[src/rtl/dsgr_pkg.sv]
// ----------------------------------------------------------------------------
// Double-size glyph renderer package
// Shared types and constants for the glyph renderer: the job word passed from
// the front end to the byte sequencer, and the command byte constants.
// ----------------------------------------------------------------------------
package dsgr_pkg;

  // Font geometry and output framing.
  localparam int unsigned GLYPH_COUNT     = 39;
  localparam int unsigned GLYPH_COLS      = 5;
  localparam int unsigned BYTES_PER_GLYPH = 26;
  localparam int unsigned GLYPH_IDX_W     = $clog2(GLYPH_COUNT);

  // Default depth of the job queue between front end and sequencer.
  localparam int unsigned QUEUE_DEPTH = 2;

  // Display controller command bytes.
  localparam logic [7:0] PAGE_CMD   = 8'hB0;
  localparam logic [7:0] COL_HI_CMD = 8'h10;
  localparam logic [7:0] COL_LO_CMD = 8'h00;

  // One classified character, ready for rendering.
  typedef struct packed {
    logic [GLYPH_IDX_W-1:0] glyph_idx;
    logic [6:0]             column;
    logic [2:0]             page_row;
  } dsgr_job_t;

endpackage : dsgr_pkg

[src/rtl/dsgr_if.sv]
// ----------------------------------------------------------------------------
// Glyph renderer channel interfaces
// Valid/ready channels for the character input and the byte output.
// ----------------------------------------------------------------------------
interface dsgr_in_if;
  logic       valid;
  logic       ready;
  logic [7:0] char_code;
  logic [6:0] column;
  logic [2:0] page_row;

  modport source (output valid, output char_code, output column, output page_row,
                  input ready);
  modport sink   (input valid, input char_code, input column, input page_row,
                  output ready);
endinterface : dsgr_in_if

interface dsgr_out_if;
  logic       valid;
  logic       ready;
  logic [7:0] byte_value;
  logic       is_command;
  logic       last;

  modport source (output valid, output byte_value, output is_command, output last,
                  input ready);
  modport sink   (input valid, input byte_value, input is_command, input last,
                  output ready);
endinterface : dsgr_out_if

[src/rtl/dsgr_front.sv]
// ----------------------------------------------------------------------------
// Glyph renderer front end
// Accepts character words and maps each character code to its font glyph
// index before pushing the job into the queue.
// ----------------------------------------------------------------------------
module dsgr_front
  import dsgr_pkg::*;
(
  dsgr_in_if.sink    in_ch,
  input  logic       q_full,
  output logic       q_push,
  output dsgr_job_t  q_job
);

  // Space, plus and colon come first, then digits, then letters; lower case
  // folds onto upper case and anything else renders blank.
  function automatic logic [GLYPH_IDX_W-1:0] glyph_index(input logic [7:0] code);
    logic [7:0] upper;
    logic [7:0] off;
    upper = code & 8'hDF;
    if (code == 8'h20) begin
      off = 8'd0;
    end else if (code == 8'h2B) begin
      off = 8'd1;
    end else if (code == 8'h3A) begin
      off = 8'd2;
    end else if (code >= 8'h30 && code <= 8'h39) begin
      off = code - 8'h30 + 8'd3;
    end else if ((code >= 8'h41 && code <= 8'h5A) || (code >= 8'h61 && code <= 8'h7A)) begin
      off = upper - 8'h41 + 8'd13;
    end else begin
      off = 8'd0;
    end
    return off[GLYPH_IDX_W-1:0];
  endfunction

  // A word is taken whenever the queue has room.
  assign in_ch.ready = !q_full;
  assign q_push      = in_ch.valid && !q_full;

  always_comb begin
    q_job.glyph_idx = glyph_index(in_ch.char_code);
    q_job.column    = in_ch.column;
    q_job.page_row  = in_ch.page_row;
  end

endmodule : dsgr_front

[src/rtl/dsgr_queue.sv]
// ----------------------------------------------------------------------------
// Glyph renderer job queue
// Small first-in first-out buffer that decouples the front end from the byte
// sequencer. Depth must be at least two.
// ----------------------------------------------------------------------------
module dsgr_queue
  import dsgr_pkg::*;
#(
  parameter int unsigned Depth = QUEUE_DEPTH
) (
  input  logic      clk,
  input  logic      rst_n,
  input  logic      push,
  input  dsgr_job_t push_job,
  input  logic      pop,
  output dsgr_job_t pop_job,
  output logic      full,
  output logic      empty
);

  localparam int unsigned PtrW = $clog2(Depth);
  localparam int unsigned CntW = $clog2(Depth + 1);
  localparam logic [PtrW-1:0] LastPtr = PtrW'(Depth - 1);
  localparam logic [CntW-1:0] FullCnt = CntW'(Depth);

  dsgr_job_t       store_r [Depth];
  logic [PtrW-1:0] wr_ptr_r, wr_ptr_nxt;
  logic [PtrW-1:0] rd_ptr_r, rd_ptr_nxt;
  logic [CntW-1:0] count_r,  count_nxt;

  assign full    = (count_r == FullCnt);
  assign empty   = (count_r == '0);
  assign pop_job = store_r[rd_ptr_r];

  // Pointer and fill count update.
  always_comb begin
    wr_ptr_nxt = wr_ptr_r;
    rd_ptr_nxt = rd_ptr_r;
    count_nxt  = count_r;
    if (push) begin
      wr_ptr_nxt = (wr_ptr_r == LastPtr) ? '0 : wr_ptr_r + 1'b1;
    end
    if (pop) begin
      rd_ptr_nxt = (rd_ptr_r == LastPtr) ? '0 : rd_ptr_r + 1'b1;
    end
    if (push && !pop) begin
      count_nxt = count_r + 1'b1;
    end else if (pop && !push) begin
      count_nxt = count_r - 1'b1;
    end
  end

  always_ff @(posedge clk) begin
    if (!rst_n) begin
      wr_ptr_r <= '0;
      rd_ptr_r <= '0;
      count_r  <= '0;
    end else begin
      wr_ptr_r <= wr_ptr_nxt;
      rd_ptr_r <= rd_ptr_nxt;
      count_r  <= count_nxt;
    end
  end

  // Job storage needs no reset.
  always_ff @(posedge clk) begin
    if (push) begin
      store_r[wr_ptr_r] <= push_job;
    end
  end

endmodule : dsgr_queue

[src/rtl/dsgr_back.sv]
// ----------------------------------------------------------------------------
// Glyph renderer byte sequencer
// Takes one job at a time from the queue and emits its 26 words: cursor
// commands and doubled font columns for the upper page, then for the lower.
// ----------------------------------------------------------------------------
module dsgr_back
  import dsgr_pkg::*;
(
  input  logic       clk,
  input  logic       rst_n,
  input  logic       q_empty,
  input  dsgr_job_t  q_job,
  output logic       q_pop,
  dsgr_out_if.source out_ch
);

  // Step codes within one page group of thirteen words.
  localparam logic [3:0] STEP_PAGE   = 4'd0;
  localparam logic [3:0] STEP_COL_LO = 4'd1;
  localparam logic [3:0] STEP_COL_HI = 4'd2;
  localparam logic [3:0] STEP_DATA0  = 4'd3;
  localparam logic [3:0] STEP_LAST   = 4'd12;

  // Font ROM: the five columns of a glyph, first column in the top byte.
  function automatic logic [39:0] glyph_row(input logic [GLYPH_IDX_W-1:0] idx);
    logic [39:0] row;
    unique case (idx)
      6'd0:  row = 40'h00_00_00_00_00;
      6'd1:  row = 40'h08_08_3E_08_08;
      6'd2:  row = 40'h00_36_36_00_00;
      6'd3:  row = 40'h3E_51_49_45_3E;
      6'd4:  row = 40'h00_42_7F_40_00;
      6'd5:  row = 40'h42_61_51_49_46;
      6'd6:  row = 40'h21_41_45_4B_31;
      6'd7:  row = 40'h18_14_12_7F_10;
      6'd8:  row = 40'h27_45_45_45_39;
      6'd9:  row = 40'h3C_4A_49_49_30;
      6'd10: row = 40'h01_71_09_05_03;
      6'd11: row = 40'h36_49_49_49_36;
      6'd12: row = 40'h06_49_49_29_1E;
      6'd13: row = 40'h7E_11_11_11_7E;
      6'd14: row = 40'h7F_49_49_49_36;
      6'd15: row = 40'h3E_41_41_41_22;
      6'd16: row = 40'h7F_41_41_22_1C;
      6'd17: row = 40'h7F_49_49_49_41;
      6'd18: row = 40'h7F_09_09_09_01;
      6'd19: row = 40'h3E_41_49_49_7A;
      6'd20: row = 40'h7F_08_08_08_7F;
      6'd21: row = 40'h00_41_7F_41_00;
      6'd22: row = 40'h20_40_41_3F_01;
      6'd23: row = 40'h7F_08_14_22_41;
      6'd24: row = 40'h7F_40_40_40_40;
      6'd25: row = 40'h7F_02_0C_02_7F;
      6'd26: row = 40'h7F_04_08_10_7F;
      6'd27: row = 40'h3E_41_41_41_3E;
      6'd28: row = 40'h7F_09_09_09_06;
      6'd29: row = 40'h3E_41_51_21_5E;
      6'd30: row = 40'h7F_09_19_29_46;
      6'd31: row = 40'h46_49_49_49_31;
      6'd32: row = 40'h01_01_7F_01_01;
      6'd33: row = 40'h3F_40_40_40_3F;
      6'd34: row = 40'h1F_20_40_20_1F;
      6'd35: row = 40'h3F_40_38_40_3F;
      6'd36: row = 40'h63_14_08_14_63;
      6'd37: row = 40'h07_08_70_08_07;
      6'd38: row = 40'h61_51_49_45_43;
      default: row = '0;
    endcase
    return row;
  endfunction

  // Each nibble bit becomes two adjacent pixel rows.
  function automatic logic [7:0] stretch_nibble(input logic [3:0] nib);
    return {nib[3], nib[3], nib[2], nib[2], nib[1], nib[1], nib[0], nib[0]};
  endfunction

  dsgr_job_t  job_r;
  logic       busy_r,  busy_nxt;
  logic       half_r,  half_nxt;
  logic [3:0] step_r,  step_nxt;
  logic       oval_r;
  logic [7:0] obyte_r, obyte_nxt;
  logic       ocmd_r,  ocmd_nxt;
  logic       olast_r, olast_nxt;

  logic       advance;
  logic       emit;
  logic       finish;
  logic       load;
  logic [3:0] data_step;
  logic [7:0] font_col;
  logic [39:0] row;

  assign out_ch.valid      = oval_r;
  assign out_ch.byte_value = obyte_r;
  assign out_ch.is_command = ocmd_r;
  assign out_ch.last       = olast_r;

  // The output register moves on when it is empty or being taken.
  assign advance = !oval_r || out_ch.ready;
  assign emit    = advance && busy_r;
  assign finish  = emit && half_r && (step_r == STEP_LAST);
  assign load    = (!busy_r || finish) && !q_empty;
  assign q_pop   = load;

  // Sequencer counters.
  always_comb begin
    busy_nxt = busy_r;
    half_nxt = half_r;
    step_nxt = step_r;
    if (load) begin
      busy_nxt = 1'b1;
      half_nxt = 1'b0;
      step_nxt = STEP_PAGE;
    end else if (finish) begin
      busy_nxt = 1'b0;
    end else if (emit) begin
      if (step_r == STEP_LAST) begin
        half_nxt = 1'b1;
        step_nxt = STEP_PAGE;
      end else begin
        step_nxt = step_r + 1'b1;
      end
    end
  end

  // Word for the current step.
  always_comb begin
    row       = glyph_row(job_r.glyph_idx);
    data_step = step_r - STEP_DATA0;
    unique case (data_step[3:1])
      3'd0:    font_col = row[39:32];
      3'd1:    font_col = row[31:24];
      3'd2:    font_col = row[23:16];
      3'd3:    font_col = row[15:8];
      default: font_col = row[7:0];
    endcase
    olast_nxt = half_r && (step_r == STEP_LAST);
    unique case (step_r)
      STEP_PAGE: begin
        obyte_nxt = PAGE_CMD + {5'd0, job_r.page_row} + {7'd0, half_r};
        ocmd_nxt  = 1'b1;
      end
      STEP_COL_LO: begin
        obyte_nxt = COL_LO_CMD | {4'd0, job_r.column[3:0]};
        ocmd_nxt  = 1'b1;
      end
      STEP_COL_HI: begin
        obyte_nxt = COL_HI_CMD + {5'd0, job_r.column[6:4]};
        ocmd_nxt  = 1'b1;
      end
      default: begin
        obyte_nxt = stretch_nibble(half_r ? font_col[7:4] : font_col[3:0]);
        ocmd_nxt  = 1'b0;
      end
    endcase
  end

  always_ff @(posedge clk) begin
    if (!rst_n) begin
      busy_r <= 1'b0;
      half_r <= 1'b0;
      step_r <= STEP_PAGE;
      oval_r <= 1'b0;
    end else begin
      busy_r <= busy_nxt;
      half_r <= half_nxt;
      step_r <= step_nxt;
      if (advance) begin
        oval_r <= busy_r;
      end
    end
  end

  // Payload registers.
  always_ff @(posedge clk) begin
    if (load) begin
      job_r <= q_job;
    end
    if (emit) begin
      obyte_r <= obyte_nxt;
      ocmd_r  <= ocmd_nxt;
      olast_r <= olast_nxt;
    end
  end

endmodule : dsgr_back

[src/rtl/double_size_glyph_renderer_top.sv]
// ----------------------------------------------------------------------------
// Double-size glyph renderer
// The first word of a character passes through the job queue, the job register and
// the output register. Throughput: 26 words per character, one per cycle while
// the output is ready; the single byte sequencer and its output register set this.
// Reset (synchronous, rst_n low) empties the job queue and idles the sequencer.
// ----------------------------------------------------------------------------
module double_size_glyph_renderer_top
  import dsgr_pkg::*;
#(
  parameter int unsigned QueueDepth = QUEUE_DEPTH
) (
  input  logic       clk,
  input  logic       rst_n,
  dsgr_in_if.sink    in_ch,
  dsgr_out_if.source out_ch
);

  dsgr_job_t push_job;
  dsgr_job_t pop_job;
  logic      q_push;
  logic      q_pop;
  logic      q_full;
  logic      q_empty;

  // Front end: classify the character.
  dsgr_front u_front (
    .in_ch  (in_ch),
    .q_full (q_full),
    .q_push (q_push),
    .q_job  (push_job)
  );

  // Job queue between the two halves.
  dsgr_queue #(
    .Depth (QueueDepth)
  ) u_queue (
    .clk      (clk),
    .rst_n    (rst_n),
    .push     (q_push),
    .push_job (push_job),
    .pop      (q_pop),
    .pop_job  (pop_job),
    .full     (q_full),
    .empty    (q_empty)
  );

  // Byte sequencer.
  dsgr_back u_back (
    .clk     (clk),
    .rst_n   (rst_n),
    .q_empty (q_empty),
    .q_job   (pop_job),
    .q_pop   (q_pop),
    .out_ch  (out_ch)
  );

  // The closing word of a character is always a pixel data word.
  a_last_is_data : assert property (@(posedge clk) disable iff (!rst_n)
    out_ch.valid && out_ch.last |-> !out_ch.is_command)
    else $error("last word flagged as command");

  // The sequencer only takes a job that is present.
  a_pop_nonempty : assert property (@(posedge clk) disable iff (!rst_n)
    q_pop |-> !q_empty)
    else $error("job popped from empty queue");

  // Each character opens with a page command right after the previous one closed.
  a_open_with_cmd : assert property (@(posedge clk) disable iff (!rst_n)
    out_ch.valid && out_ch.ready && out_ch.last ##1 out_ch.valid |-> out_ch.is_command)
    else $error("character did not open with a command word");

endmodule : double_size_glyph_renderer_top
[src/flat_wrapper.sv]
// flat-port wrapper written by rule: the top's interface ports become plain ports
module double_size_glyph_renderer_top_flat import dsgr_pkg::*;
#(
  parameter int unsigned QueueDepth = QUEUE_DEPTH
)
  (clk, rst_n, in_ch_valid, in_ch_char_code, in_ch_column, in_ch_page_row, in_ch_ready, out_ch_valid, out_ch_byte_value, out_ch_is_command, out_ch_last, out_ch_ready);
  dsgr_in_if in_ch_i ();
  dsgr_out_if out_ch_i ();
  input  logic clk;
  input  logic rst_n;
  input wire logic [$bits(in_ch_i.valid)-1:0] in_ch_valid;
  input wire logic [$bits(in_ch_i.char_code)-1:0] in_ch_char_code;
  input wire logic [$bits(in_ch_i.column)-1:0] in_ch_column;
  input wire logic [$bits(in_ch_i.page_row)-1:0] in_ch_page_row;
  output wire logic [$bits(in_ch_i.ready)-1:0] in_ch_ready;
  output wire logic [$bits(out_ch_i.valid)-1:0] out_ch_valid;
  output wire logic [$bits(out_ch_i.byte_value)-1:0] out_ch_byte_value;
  output wire logic [$bits(out_ch_i.is_command)-1:0] out_ch_is_command;
  output wire logic [$bits(out_ch_i.last)-1:0] out_ch_last;
  input wire logic [$bits(out_ch_i.ready)-1:0] out_ch_ready;
  assign in_ch_i.valid = in_ch_valid;
  assign in_ch_i.char_code = in_ch_char_code;
  assign in_ch_i.column = in_ch_column;
  assign in_ch_i.page_row = in_ch_page_row;
  assign in_ch_ready = in_ch_i.ready;
  assign out_ch_valid = out_ch_i.valid;
  assign out_ch_byte_value = out_ch_i.byte_value;
  assign out_ch_is_command = out_ch_i.is_command;
  assign out_ch_last = out_ch_i.last;
  assign out_ch_i.ready = out_ch_ready;
  double_size_glyph_renderer_top #(.QueueDepth(QueueDepth)) u_core (.clk(clk), .rst_n(rst_n), .in_ch(in_ch_i), .out_ch(out_ch_i));
endmodule
[config.mk]
export PLATFORM = sky130hd
export DESIGN_NAME = double_size_glyph_renderer_top_flat
export DESIGN_NICKNAME = d
export VERILOG_FILES = /design/src/rtl/dsgr_pkg.sv /design/src/rtl/dsgr_if.sv /design/src/rtl/dsgr_front.sv /design/src/rtl/dsgr_queue.sv /design/src/rtl/dsgr_back.sv /design/src/rtl/double_size_glyph_renderer_top.sv /design/src/flat_wrapper.sv
export SDC_FILE = /design/constraint.sdc
export NUM_CORES = 1
export LEC_CHECK = 0
export ABC_AREA = 1
export ABC_CLOCK_PERIOD_IN_PS = 2550
export BUFFER_PORTS_ARGS = -buffer_cell sky130_fd_sc_hd__buf_2
export CAP_MARGIN = 15
export CORE_ASPECT_RATIO = 2
export CORE_MARGIN = 1.5
export CORE_UTILIZATION = 25
export DETAILED_ROUTE_END_ITERATION = 8
export GPL_TIMING_DRIVEN = 0
export PLACE_DENSITY_LB_ADDON = 0.15
export SYNTH_ARGS = -nofsm -noshare
export SYNTH_HDL_FRONTEND = slang
export SYNTH_SLANG_ARGS = --single-unit
export TNS_END_PERCENT = 30
[constraint.sdc]
create_clock -name clk -period 2.55 [get_ports clk]
set_clock_uncertainty 0.05 [all_clocks]
set_input_delay 0.255 -clock clk [delete_from_list [all_inputs] [get_ports clk]]
set_output_delay 0.255 -clock clk [all_outputs]
set_load 0.005 [all_outputs]
# Word-level counts from Yosys, hierarchy flattened
# Memory sizes are Yosys's and may differ from the RTL's. A register that Yosys moved wholly into a read port is not among the register bits.
# Cells that the tools add are included.
[totals]
ff_bits = 21
latch_bits = 0
ramBits = 32
rom_bits = 2240
output_inout_bits = 12
word_cells = 90
memories = 2
[mem_list]
columns = ["name", "words", "width", "read_ports", "rd_ports_with_merged_regs", "wr", "line_no", "source"]
rows = [
  ["(no name shown)", 64, 35, 1, 0, 0, "dsgr_back.sv:27", "unique case (idx)"],
  ["u_core.u_queue.store_r", 2, 16, 1, 1, 1, "dsgr_queue.sv:26", "dsgr_job_t store_r [Depth];"],
]
[op_classes]
n_addsub = 13
multipliers = 0
div = 0
order_cmp = 6
eq_ne = 10
shift = 0
n_mux = 18
bitwise_logic = 2
n_reduce_logical = 29
[op_table]
columns = ["operator", "n"]
rows = [
  ["8-bit case mux with 4 select lines", 1],
  ["6-bit 2-to-1 mux", 5],
  ["8-bit by 6-bit == test with 1-bit output (second input constant)", 3],
  ["8-bit case mux with 3 select lines", 1],
  ["8-bit by 7-bit >= comparator with 1-bit output (second input constant)", 2],
  ["8-bit by 7-bit <= comparator with 1-bit output (second input constant)", 2],
  ["1-bit logical AND", 11],
  ["8-bit by 1-bit adder with 8-bit output", 1],
  ["8-bit by 3-bit adder with 8-bit output (first input constant)", 1],
  ["8-bit by 6-bit >= comparator with 1-bit output (second input constant)", 1],
  ["8-bit by 6-bit <= comparator with 1-bit output (second input constant)", 1],
  ["4-bit 2-to-1 mux", 2],
  ["1-bit 2-to-1 mux", 7],
  ["5-bit by 3-bit adder with 6-bit output (first input constant)", 1],
  ["6-bit by 2-bit adder with 6-bit output (second input constant)", 1],
  ["6-bit by 4-bit adder with 6-bit output (second input constant)", 1],
  ["3-bit by 2-bit == test with 1-bit output (second input constant)", 2],
  ["1-bit zero test", 6],
  ["5-bit by 1-bit subtractor with 6-bit output (second input constant)", 1],
  ["6-bit subtractor (second input constant)", 1],
  ["4-bit by 1-bit adder with 4-bit output (second input constant)", 1],
  ["4-bit by 1-bit == test with 1-bit output (second input constant)", 1],
  ["4-bit by 2-bit == test with 1-bit output (second input constant)", 1],
  ["4-bit == test (second input constant)", 1],
  ["17 further kinds", 23],
]

# Longest topological paths before layout
# Gate-level depths: netlist of run 1.
[depth]
ltp_word = 10
depth_mapped = 15
ltp_nobuf = 15

# Cells and area by module
# Synthesis of run 1 repeated with hierarchy kept, for this count alone.
[hier_totals]
hier_cells = 758
area_unflattened_um2 = 6152.2
[modules_own_cells]
columns = ["mod", "n_inst", "cells_each", "area_each_um2", "seq_area_each_um2"]
rows = [
  ["dsgr_back", 1, 571, 4120.2, 1621.6],
  ["dsgr_queue", 1, 85, 1437.6, 1061.0],
  ["dsgr_front", 1, 102, 594.3, 0.0],
]

# Worst setup path before layout of run 1
# OpenSTA, ideal clock, no wires.
[synth_timing]
kind = "register to register"
from = "register, netlist name u_core.u_back.job_r[11]"
to = "register u_core.u_back.obyte_r[4] (netlist: u_core.u_back.out_ch.byte_value[4]) (data pin)"
setup_ns = 0.260
t_arrival_ns = 1.725
required_time_ns = 2.240
slack_ns = 0.514
path_stages_with_launch = 14
n_path_buf = 0
period_less_slack_ns = 2.036
cell_sequence = "edfxtp_1 > ha_1 > inv_1 > ha_1 > inv_1 > nand2_1 > o21ai_0 > o21ai_0 > nand2_1 > nand2_1 > nor2_1 > nand2_1 > nand2_1 > nand3_1"
[synth_via]
elab_chain_cells = 4
[synth_rtl]
columns = ["element", "line_no", "source"]
rows = [
  ["memory read 64 x 35 bit", "-", ""],
  ["8-bit case mux with 4 select lines", "dsgr_back.sv:131", "unique case (data_step[3:1])"],
  ["4-bit 2-to-1 mux", "dsgr_back.sv:153", "obyte_nxt = stretch_nibble(half_r ? font_col[7:4] : font_col[3:0]);"],
  ["8-bit case mux with 3 select lines", "dsgr_back.sv:139", "unique case (step_r)"],
  ["via u_core.u_back.obyte_nxt[4]", "dsgr_back.sv:82", "logic [7:0] obyte_r, obyte_nxt;"],
  ["end signal: assignment", "dsgr_back.sv:181", "obyte_r <= obyte_nxt;"],
  ["end: declaration", "dsgr_back.sv:82", ""],
]
# The timed path passes the listed nets, and every way through them passes these cells.
# A chain may end at the register's enable or synchronous reset.

# Worst setup path after layout of run 1
[layout_timing]
from = "register, netlist name u_core.u_back.job_r[12]"
to = "register u_core.u_back.obyte_r[2] (netlist: u_core.u_back.out_ch.byte_value[2]) (data pin)"
[layout_via]
elab_chain_cells = 4
[layout_rtl]
columns = ["element", "line_no"]
rows = [
  ["memory read 64 x 35 bit", "-"],
  ["8-bit case mux with 4 select lines", "dsgr_back.sv:131"],
  ["4-bit 2-to-1 mux", "dsgr_back.sv:153"],
  ["8-bit case mux with 3 select lines", "dsgr_back.sv:139"],
  ["via u_core.u_back.obyte_nxt[2]", "dsgr_back.sv:82"],
]
# The timed path passes the listed nets, and every way through them passes these cells.

==> results of run 1 <==
==> logic make-up (layout without fill, tap and decap cells) <==
kind of cell,count (synthesis),count (layout),share of synthesized area (%)
simple gates,394,394,33.2
compound gates,98,98,11.3
buf+inv,97,155,8.55
flops,69,69,39.8
fa+ha+maj,26,26,6.60
xor+xnor,3,3,0.533
==> area by class of cell <==
class | count | area (µm²)
fill | 2156 | 13500
multi-input combinational | 521 | 2630
sequential | 69 | 1960
tap | 259 | 324
inverter | 75 | 289
timing repair buffer | 42 | 233
clock buffer | 9 | 225
buffer | 22 | 140
clock inverter | 7 | 62.6
==> flip-flops by register name, summed over array words and instances, names as in the netlist <==
name	count
u_core.u_back.step_r	4
u_core.u_queue.wr_ptr_r	1
u_core.u_back.out_ch.valid	1
u_core.u_back.half_r	1
u_core.u_queue.count_r	2
u_core.u_queue.rd_ptr_r	1
u_core.u_back.out_ch.last	1
u_core.u_back.job_r	16
u_core.u_back.busy_r	1
u_core.u_queue.store_r	32
u_core.u_back.out_ch.byte_value	8
u_core.u_back.out_ch.is_command	1
==> per-layer routing <==
layer,part of all wire (%),up-vias,global-route usage [%]
met4,8.8,0,15.2
met1,29,2306,16.5
met3,3.1,75,2.61
met2,59,164,40.7
met5,0,-,0
li1,-,2369,-
==> repair_timing <==
item / CTS / global route
pin swaps: 0 / 1
setup endpoints to repair: 8 / 18
hold buffers: 0 / 0
gates resized for setup: 9 / 23
setup buffers: 3 / 6
==> synth_stat cells (3+ instances only) <==
cell type  instances  area [µm²]
buf_6              4        45.0
o21ai_0           31         155
edfxtp_1          58        1740
nand2_1          249         935
buf_4              5        37.5
o21ai_1            4        20.0
ha_1              26         325
a21oi_1           38         190
nand4_1           13        81.3
inv_1             67         251
buf_2              7        35.0
nand3_1           59         295
nor2_1            59         221
inv_2              6        22.5
clkbuf_1           6        22.5
a31oi_1            4        25.0
dfxtp_1           11         220
a21boi_0           3        22.5
o211ai_1           6        45.0
nor2_2             4        25.0
nor3_1             3        15.0
==> critical path, stage by stage, from the launching register on <==
cell and delay, ns:
edfxtp_1 0.54, inv_4 0.11, buf_4 0.21, ha_1 0.20, inv_1 0.20, nand3_1 0.12
nand4_1 0.12, nand3_1 0.17, nand3_1 0.17, nand3_1 0.10, nand2_1 0.09, nand3_1 0.09
==> through the flow <==
step | hold slack (ns) | util [%]
after floorplan | 0.304 | -
after global placement | 0.394 | 28.0
after detailed placement | 0.397 | 28.0
after CTS | 0.0369 | 29.6
after global routing | 0.0421 | 30.3
final | 0.0592 | 30.3
==> path summary, 6_finish.rpt <==
kind	startpoint	to	cells after the start
worst max-delay path	u_core.u_back.job_r[12]	u_core.u_back.out_ch.byte_value[2]	11
worst min-delay path	in_ch_page_row[2]	u_core.u_queue.store_r[1][2]	1
worst max register to register	u_core.u_back.job_r[12]	u_core.u_back.out_ch.byte_value[2]	11
worst min register to register	u_core.u_back.out_ch.valid	u_core.u_back.out_ch.valid	2
==> power by group through the flow <==
stage | clock network [W] | registers, W | logic, W
final | 0.00117 | 0.00183 | 0.00497
after global routing | 0.00127 | 0.00187 | 0.00537
after CTS | 0.00123 | 0.00183 | 0.00466
after detailed placement | 0 | 0.00187 | 0.00457
after global placement | 0 | 0.00186 | 0.00463
after floorplan | 0 | 0.00181 | 0.00281
==> impl_metrics.toml, run 1 <==
[cells_and_area]
diodes = 0
flow.area_growth_from_synthesis_pct = 18.9
layout-drive-gt1-share_pct = 15.3
final_area_um2 = 5860
fin_cells = 1004
layout.nets = 788
leading_cell_type_in_the_layout_fill_and_taps_excluded = "nand2_1"
most-common-layout-cells = "245 x nand2_1, 62 x inv_1, 58 x edfxtp_1, 56 x nand3_1, 56 x nor2_1"

[clock_network]
htree_num_levels = 3
worst_skew_pair.late_latency_ns = 0.33
clock_tree.root_cell = "clkbuf_16"
tritoncts_buffers = 9
worst_setup_hold_path_clk_slew_ns = 0.06
clock_tree_from_tritoncts = "built"
clock_tree.buffer_depth = 2
clock_sink_count = 69

[setup_path]
critical_path.endpoint_type = "flop"
critPathKind = "flop to flop"
worstSetupStartpointType = "flop"
arrival_ns = 2.45
critical_path_required_ns = 2.57
setup.reg_to_reg.worst_slack_ns = 0.12
cp_max_fo = 11

[floorplan]
core_um2 = 19400
floorplan.die.height_um = 202
chipWidth_um = 102
io_pins = 34
die_area_um2 = 20600
core.rowCount = 72
initial_standard_cell_utilization_of_the_core_pct = 25.5

[sta]
fmaxAchievable_ghz = 0.411
tightest_slew_ns = 0.881
worst_relative_slew_slack_pct = 41.2
timing_hold_violations_final = 0
number_of_failing_setup_endpoints_in_the_final_timing_report = 0
post-route-worst-setup-slack_ns = 0.117
timing.final.crit_period_ns = 2.43
part_of_the_cycle_the_worst_path_needs_pct = 95.4
fin_setup_tns_ns = 0
rsz0062_at_grt = "no"
final-max-slew-violation-count = 0

[route]
drtIter0Drc = 190
route.antenna.remaining_nets = 0
detailedRoute.firstPassIterationCount = 5
via_count = 4914
route.detailed.vias_per_inst = 4.89
wire_per_inst_um = 19.6
route.final.wire_length_um = 19700
drc = 0

[synthesis]
nets_in_the_synthesized_netlist = 735
postSynth.asyncResetShare_pct = 0
mappedNetlistArea_um2 = 4930
synth_edf_count = 58
ys_ff_latch = 69
yosys_warnings = 0
avgSynthCellArea_um2 = 7.18
seq_area_frac_synth_pct = 39.8
synth_cells = 687
synth.lib_cells_used.distinct = 38
ys.flop_type = "edfxtp_1"

[grt]
grt_max_degree = 18
grt_pass1_wl_um = 30100
grt_remaining_overflow = 0
number_of_antenna_violations_at_the_first_check_in_global_routing = 0
first_global_vias = 5143
gr-usage-all-layers_pct = 20.3

[power_and_ir_drop]
total_power_w = 0.00798
power_spent_charging_and_discharging_nets_w = 0.00426
share_seq_of_total_power_pct = 23.0
p_per_area_nw_per_um2 = 1360
power.combinational.fraction_pct = 62.3
power.static_leakage_nw = 2.60
internal_power_w = 0.00372
power.share.switching_pct = 53.4
pwr-share-clk_pct = 14.7
worst_vdd_rail_ir_drop_mv = 0.453

[placed_design]
dp_hpwl_um = 16100
port_buffers = 33
dp_worst_setup_slack_ns = -0.387
routabilityCongestion = 0.984
placedInstanceArea_um2 = 5420
dp.cells = 979

[flow_run]
max-cap-violations = 0

[outcome]
status = "complete, no violations"

[min_path]
holdCritPathClass = "input port to flop"
(Power assumes the default switching activity.)
==> run 2, diff against run 1 <==
CORE_ASPECT_RATIO = unset   (was 2)
==> run 2 against run 1 <==
  * Combinational power fell by 14%
  * Register-to-register slack improved by 0.05 ns
  * Cell area fell by 1.4%
  * Utilization fell by 0.47 points
  * Clock power rose by 5%
  * First-iteration DRC count rose to 2.6 times the previous value
  * Cell count rose by 0.30%
  * Worst hold slack barely moved
  * Count of clock-buffer cells in the layout did not move
  * Largest cell class unchanged
  * Highest routed layer unchanged
==> impl_metrics.toml, run 2 (synthesis results as in run 1) <==
[sta]
timing.final.crit_period_ns = 2.39
timing_hold_violations_final = 0
worst_relative_slew_slack_pct = 41.6
rsz0062_at_grt = "no"
part_of_the_cycle_the_worst_path_needs_pct = 93.5
tightest_slew_ns = 0.876
hold_slack_ns = 0.0595
fin_setup_tns_ns = 0
number_of_failing_setup_endpoints_in_the_final_timing_report = 0
final-max-slew-violation-count = 0
fmaxAchievable_ghz = 0.419

[floorplan]
core_um2 = 19400
io_pins = 34
die_area_um2 = 20600
chipWidth_um = 143
floorplan.die.height_um = 143
initial_standard_cell_utilization_of_the_core_pct = 25.4
core.rowCount = 51

[placed_design]
dp_hpwl_um = 11500
routabilityCongestion = 0.935
port_buffers = 33
dp.cells = 986
placedInstanceArea_um2 = 5440

[flow_run]
max-cap-violations = 0

[clock_network]
clock_sink_count = 69
clock_tree.buffer_depth = 2
cts-hold-fix-buffers = 0
clock_tree_from_tritoncts = "built"
worst_setup_hold_path_clk_slew_ns = 0.06
worst_skew_pair.late_latency_ns = 0.33
clock_tree.root_cell = "clkbuf_16"
tritoncts_buffers = 9
htree_num_levels = 3

[route]
route.antenna.remaining_nets = 0
route.detailed.vias_per_inst = 4.76
detailedRoute.firstPassIterationCount = 6
drtIter0Drc = 501
via_count = 4795
route.final.wire_length_um = 15000
wire_per_inst_um = 14.9
drc = 0

[grt]
first_global_vias = 4668
grt_max_degree = 18
grt_pass1_wl_um = 24300
grt_remaining_overflow = 0
gr-usage-all-layers_pct = 15.3
number_of_antenna_violations_at_the_first_check_in_global_routing = 0

[power_and_ir_drop]
p_per_area_nw_per_um2 = 1260
total_power_w = 0.00731
worst_vdd_rail_ir_drop_mv = 0.417
power.static_leakage_nw = 2.58

[cells_and_area]
final_area_um2 = 5780
most-common-layout-cells = "248 x nand2_1, 64 x inv_1, 59 x nand3_1, 58 x nor2_1, 58 x edfxtp_1"
largest_reg_flops = 32
leading_cell_type_in_the_layout_fill_and_taps_excluded = "nand2_1"
diodes = 0
layout-drive-gt1-share_pct = 12.7
fin_cells = 1007
flow.area_growth_from_synthesis_pct = 17.3
largest_register = "u_core.u_queue.store_r"
layout.nets = 785

[setup_path]
cp_max_fo = 5
reg2reg_depth = 14
worstSetupStartpointType = "flop"
critical_path_required_ns = 2.58
critPathKind = "flop to flop"
arrival_ns = 2.41
critical_path.endpoint_type = "flop"

[outcome]
status = "complete, no violations"

[min_path]
holdCritPathClass = "input port to flop"
whs_path_depth = 1
## run 2: power by group
| part | internal (W) | switching, W | total, W |
|---|---|---|---|
| Clock | 0.000759 | 0.000474 | 0.00123 |
| Combinational | 0.00126 | 0.00303 | 0.00428 |
| Sequential | 0.00167 | 0.000130 | 0.00179 |
| Total | 0.00368 | 0.00363 | 0.00731 |
## run 2: worst paths after layout
| check | start | end | slack (ns) |
|---|---|---|---|
| max | u_core.u_back.job_r[11] | u_core.u_back.out_ch.byte_value[0] | 0.16 |
| min | in_ch_column[1] | u_core.u_queue.store_r[1][4] | 0.06 |
| max reg2reg | u_core.u_back.job_r[11] | u_core.u_back.out_ch.byte_value[0] | 0.16 |
| min reg2reg | u_core.u_back.out_ch.valid | u_core.u_back.out_ch.valid | 0.44 |
## run 2: critical path, cell delays in order, from the launching register on
cell      delay (ns)
edfxtp_1        0.45
ha_1            0.29
ha_1            0.27
inv_2           0.15
nand2_1         0.08
nand2_1         0.06
nand2_1         0.05
nand2_1         0.12
nand2_1         0.06
nand2_1         0.06
nand2_1         0.05
nor2_1          0.19
a21oi_2         0.07
nand2_1         0.11
nand2_1         0.06
## run 2: stage by stage
stage | utilization [%] | setup WS, ns
5_1_grt | 29.8 | 0.00328
3_5_place_dp | 28.0 | -0.155
4_1_cts | 29.6 | 0.00186
6_report | 29.8 | 0.165
2_1_floorplan | - | 0.514
3_3_place_gp | 28.0 | -0.259
## run 2: what timing repair did
| action | 4_1_cts | 5_1_grt |
|---|---|---|
| buffers inserted | 2 | 3 |
| endpoints found under the setup margin | 6 | 9 |
| hold endpoints to repair | 0 | 0 |
| resized for setup | 2 | 5 |
## run 2: layout make-up
cell class | count | area [µm²]
Multi-Input combinational cell | 521 | 2560
Timing Repair Buffer | 39 | 210
Buffer | 22 | 140
Fill cell | 2178 | 13600
Clock inverter | 7 | 73.8
Inverter | 75 | 282
Sequential cell | 69 | 1960
Clock buffer | 9 | 225
Tap cell | 265 | 332
## run 2: layer usage
metal	global-route usage, %	routed length [µm]
met1	20.0	6710
met2	23.4	6630
met4	10.0	825
met3	2.10	835
met5	0	0
